--- config.mk ---
export PLATFORM = sky130hd
export DESIGN_NAME = sac_front
export DESIGN_NICKNAME = d
export VERILOG_FILES = /design/src/rtl/sac_pkg.sv /design/src/rtl/sac_front.sv
export SDC_FILE = /design/constraint.sdc
export NUM_CORES = 1
export LEC_CHECK = 0
export BUFFER_PORTS_ARGS = -buffer_cell sky130_fd_sc_hd__buf_2
export CAP_MARGIN = 15
export CORE_MARGIN = 1
export CORE_UTILIZATION = 40
export CTS_CLUSTER_SIZE = 24
export DETAILED_ROUTE_END_ITERATION = 8
export PLACE_DENSITY = 0.72
export SETUP_SLACK_MARGIN = 0.05
export SLEW_MARGIN = 20
export SYNTH_ARGS = -nofsm -noshare
export SYNTH_HDL_FRONTEND = slang
export SYNTH_SLANG_ARGS = --single-unit
--- constraint.sdc ---
create_clock -name clk -period 8.5 [get_ports clk]
set_clock_uncertainty 0.1 [all_clocks]
set_input_delay 0.425 -clock clk [delete_from_list [all_inputs] [get_ports clk]]
set_output_delay 0.425 -clock clk [all_outputs]
set_load 0.02 [all_outputs]
--- src/rtl/sac_pkg.sv ---
// Shared types, constants and defaults for the set-associative write-through cache.
`timescale 1ns / 1ps

package sac_pkg;

  localparam int DEF_SETS       = 16;
  localparam int DEF_WAYS       = 4;
  localparam int DEF_LINE_BYTES = 16;

  localparam logic [2:0] KIND_READ  = 3'd0;
  localparam logic [2:0] KIND_REQ   = 3'd1;
  localparam logic [2:0] KIND_MEMW  = 3'd2;
  localparam logic [2:0] KIND_MISAL = 3'd3;
  localparam logic [2:0] KIND_BUSY  = 3'd4;

  localparam logic [1:0] MODE_READ   = 2'd0;
  localparam logic [1:0] MODE_WRITE  = 2'd1;
  localparam logic [1:0] MODE_REFILL = 2'd2;

  typedef enum logic [2:0] {
    OP_READ,
    OP_WRITE,
    OP_REFILL,
    OP_BAD,
    OP_DROP
  } op_t;

  typedef struct packed {
    op_t         op;
    logic [31:0] address;
    logic [2:0]  size;
    logic [31:0] wdata;
    logic [31:0] rdata;
  } q_item_t;

endpackage

--- src/rtl/sac_front.sv ---
// Front end: classifies incoming items, drops those of mode three and holds the rest in a two-entry queue.
`timescale 1ns / 1ps

module sac_front import sac_pkg::*; (
  input  logic        clk,
  input  logic        rst,
  input  logic        in_valid,
  output logic        in_stall,
  input  logic [1:0]  mode,
  input  logic [31:0] address,
  input  logic [2:0]  size_bytes,
  input  logic [31:0] write_data,
  input  logic [31:0] refill_data,
  output logic        q_valid,
  output q_item_t     q_item,
  input  logic        q_pop
);

  q_item_t    ent [2];
  logic       wr_ptr;
  logic       rd_ptr;
  logic [1:0] count;
  q_item_t    cls;
  logic       bad;
  logic       push;

  always_comb begin
    bad = 1'b1;
    if (size_bytes == 3'd1) begin
      bad = 1'b0;
    end else if (size_bytes == 3'd2) begin
      bad = address[0];
    end else if (size_bytes == 3'd4) begin
      bad = (address[1:0] != 2'b00);
    end
    cls.address = address;
    cls.size    = size_bytes;
    cls.wdata   = write_data;
    cls.rdata   = refill_data;
    priority if (mode == MODE_REFILL) begin
      cls.op = OP_REFILL;
    end else if (mode == MODE_READ || mode == MODE_WRITE) begin
      cls.op = bad ? OP_BAD : ((mode == MODE_READ) ? OP_READ : OP_WRITE);
    end else begin
      cls.op = OP_DROP;
    end
  end

  assign in_stall = (count == 2'd2);
  assign push     = in_valid && !in_stall && (cls.op != OP_DROP);
  assign q_valid  = (count != 2'd0);
  assign q_item   = ent[rd_ptr];

  always_ff @(posedge clk) begin
    if (rst) begin
      wr_ptr <= 1'b0;
      rd_ptr <= 1'b0;
      count  <= 2'd0;
    end else begin
      if (push) begin
        ent[wr_ptr] <= cls;
        wr_ptr      <= ~wr_ptr;
      end
      if (q_pop) begin
        rd_ptr <= ~rd_ptr;
      end
      count <= count + 2'(push) - 2'(q_pop);
    end
  end

endmodule

==> flow_summary_export.csv <==
group,metric,value,unit
outcome,status,"completed",
timing,slew_headroom,50.1,%
floorplan,dieArea,19700,µm²
placement,dp_hpwl,9.19,mm
synth,synthFlopType,"edfxtp_1",
grt,grt_pass1_vias,4213,
clocking,cts_made_buffers,21,
detailed_routing,via_count,3999,
synth,yosysMostFrequentCell,"edfxtp_1",
synth,synthesis.nets,460,
timing,setup_tns,0,ns
clocking,cts_tree,"built",
flow_run,drv_cap,0,
clocking,cts_root_buffer,"clkbuf_16",
floorplan,die_width,140,µm
synth,ys_seq_elements,209,
worst_setup_path,critPathMaxFanout,57,
synth,synth_cells,353,
timing,min_period,3.07,ns
worst_setup_path,cp_slowest_stage_delay,0.73,ns
detailed_routing,drc,0,
timing,fmax,326,MHz
worst_setup_path,end_kind,"output port",
detailed_routing,firstDrtPassIters,4,
cells_and_area,drive_gt1_share,58.8,%
detailed_routing,drtAntennaViolNets,0,
synth,async_reset_ff_share,0,%
placement,dp_cells,789,
worst_setup_path,cp-start-kind,"register",
floorplan,start_util,40.9,%
timing,hold_viol,0,
power_and_ir_drop,ir_drop,0.195,mV
clocking,clock_sinks,209,
clocking,clkLatencyLatePin,0.48,ns
worst_setup_path,cp_data_required_time,7.98,ns
power_and_ir_drop,p_per_area,246,nW/µm²
placement,dp_slack,5.28,ns
clocking,cts_resized,0,
detailed_routing,avgRoutedWirePerCell,17.1,µm
synth,ys_seq_area_share,81.5,%
floorplan,coreArea,18700,µm²
cells_and_area,antenna_cells,0,
synth,yosysUniqueCellTypes,27,
timing,worst_slew_pin_slew,0.749,ns
grt,grt_usage,14.3,%
timing,finalWorstSetupSlack,5.43,ns
synth,yosys.area.top_type_share,80.1,%
floorplan,fp-row-count,50,
timing,rsz0062_at_grt,"false",
synth,synth_edf_count,204,
worst_setup_path,worstPathArrival,2.55,ns
worst_setup_path,crit_type,"register to output port",
grt,grt_antenna_before_repair,1,
cells_and_area,finalNonFillerCells,828,
timing,finalSetupViolations,0,
clocking,clockBufferDepth,3,
synth,synthTopCellsByArea,"edfxtp_1, mux2_2, dfxtp_1",
grt,grt_pass1_wl,21.9,mm
worst_setup_path,cp_cell_sequence,"buf_4, mux2_2, buf_2",
timing,slew_violations,0,
clocking,clk_pin_slew,0.06,ns
synth,syn_area,7640,µm²
synth,yosys_warnings,0,
placement,port_buffers,208,
min_path,holdCritPathClass,"input port to register",
clocking,htreeDepth,1,
cells_and_area,layout.nets,687,
detailed_routing,drt_wl_total,14.1,mm
timing,final.period_utilization,36.1,%
grt,overflow,0,
detailed_routing,drtIter0Drc,200,
floorplan,dieHeight,140,µm
synth,synth_top_area_cell,"edfxtp_1",
worst_setup_path,critPathSlowestCell,"dfxtp_4",
detailed_routing,drt-vias-per-instance,4.83,
grt,grt_max_degree,58,
synth,syn_area_per_cell,21.7,µm²
cells_and_area,area_growth,26.2,%
synth,synth_common_cells,"edfxtp_1, mux2_2, buf_2",
floorplan,ios,209,
power_and_ir_drop,p_leak,3.55,nW
cells_and_area,fill_cells,1500,
placement,gp_congestion,0.724,
-- cell type report --
| type | count | area, µm² | share of cell area, % |
|---|---|---|---|
| clock inverters | 15 | 119 | 1.23 |
| well taps | 234 | 293 | 3.03 |
| inverters | 3 | 11.3 | 0.117 |
| flip-flops and latches | 209 | 6230 | 64.6 |
| repair buffers | 215 | 1100 | 11.4 |
| clock buffers | 22 | 529 | 5.48 |
| multi-input cells | 130 | 1370 | 14.2 |
-- placed cells by master, fill, tap and decap left out, types with 2 or more instances in the layout --
cell type / instances
xnor2_1: 2
mux2_2: 102
dfxtp_1: 4
edfxtp_1: 204
buf_4: 5
inv_1: 2
bufinv_16: 2
nor2_1: 3
clkinv_1: 8
buf_2: 208
dlygate4sd3_1: 2
nor2b_1: 2
clkbuf_16: 21
clkinv_2: 5
nand2b_1: 2
ha_1: 2
o31ai_1: 2
-- metrics by stage --
step	instance area [µm²]	utilization [%]	total power [mW]	hold slack, ns
3_3_place_gp	8980	48.0	1.52	0.393
4_1_cts	9630	51.5	2.41	0.00673
5_1_grt	9650	51.6	2.46	0.00395
3_5_place_dp	8980	48.0	1.53	0.402
2_1_floorplan	7650	-	1.42	0.364
6_report	9650	51.6	2.37	0.0287
-- flip-flops by register name, indices dropped and copies added, names as in the netlist, named ones only --
name	count
rd_ptr	1
count	2
ent	204
wr_ptr	1
-- final timing paths --
kind	start	to	slack [ns]	depth (start not counted)
worst max register to register	count[1]	ent[1][85]	5.56	5
worst min-delay path	write_data[29]	ent[1][61]	0.03	1
worst min register to register	rd_ptr	register	0.42	2
worst max-delay path	register	q_item[43]	5.43	3
-- metal layers --
layer	up-vias	GRT usage [%]	share of wire (%)
met2	150	25.3	51
met3	27	3.76	6.7
met5	-	0	0.092
met4	2	4.28	2.2
li1	1852	-	-
met1	1968	17.1	40
-- kinds of logic (layout without fill, tap and decap cells) --
logic type,Yosys count,count (layout),synth area share [%]
DFF,209,209,81.5
muxes,102,102,15.0
and+or+nand+nor,17,17,1.44
buffers and inverters,14,255,0.868
AOI/OAI and AO/OA,6,6,0.540
xor gates and xnor gates,3,3,0.344
adders and majority gates,2,2,0.327
-- power by group --
| part | switching (mW) | internal, mW |
|---|---|---|
| clock network | 0.358 | 0.510 |
| logic | 0.170 | 0.117 |
| registers | 0.0216 | 1.20 |
| total | 0.549 | 1.82 |
-- timing repair --
action,in CTS,in global routing
buffers inserted,0,0
endpoints found under the hold margin,0,4
hold buffers,0,2
-- critical path: cells and delay by family, from the launching register on --
family	cells	cell delay [ns]
multiplexers	1	0.42
buffers and inverters	2	0.85
flip-flops	1	0.73
No activity file was read; power rests on OpenSTA's default activity.
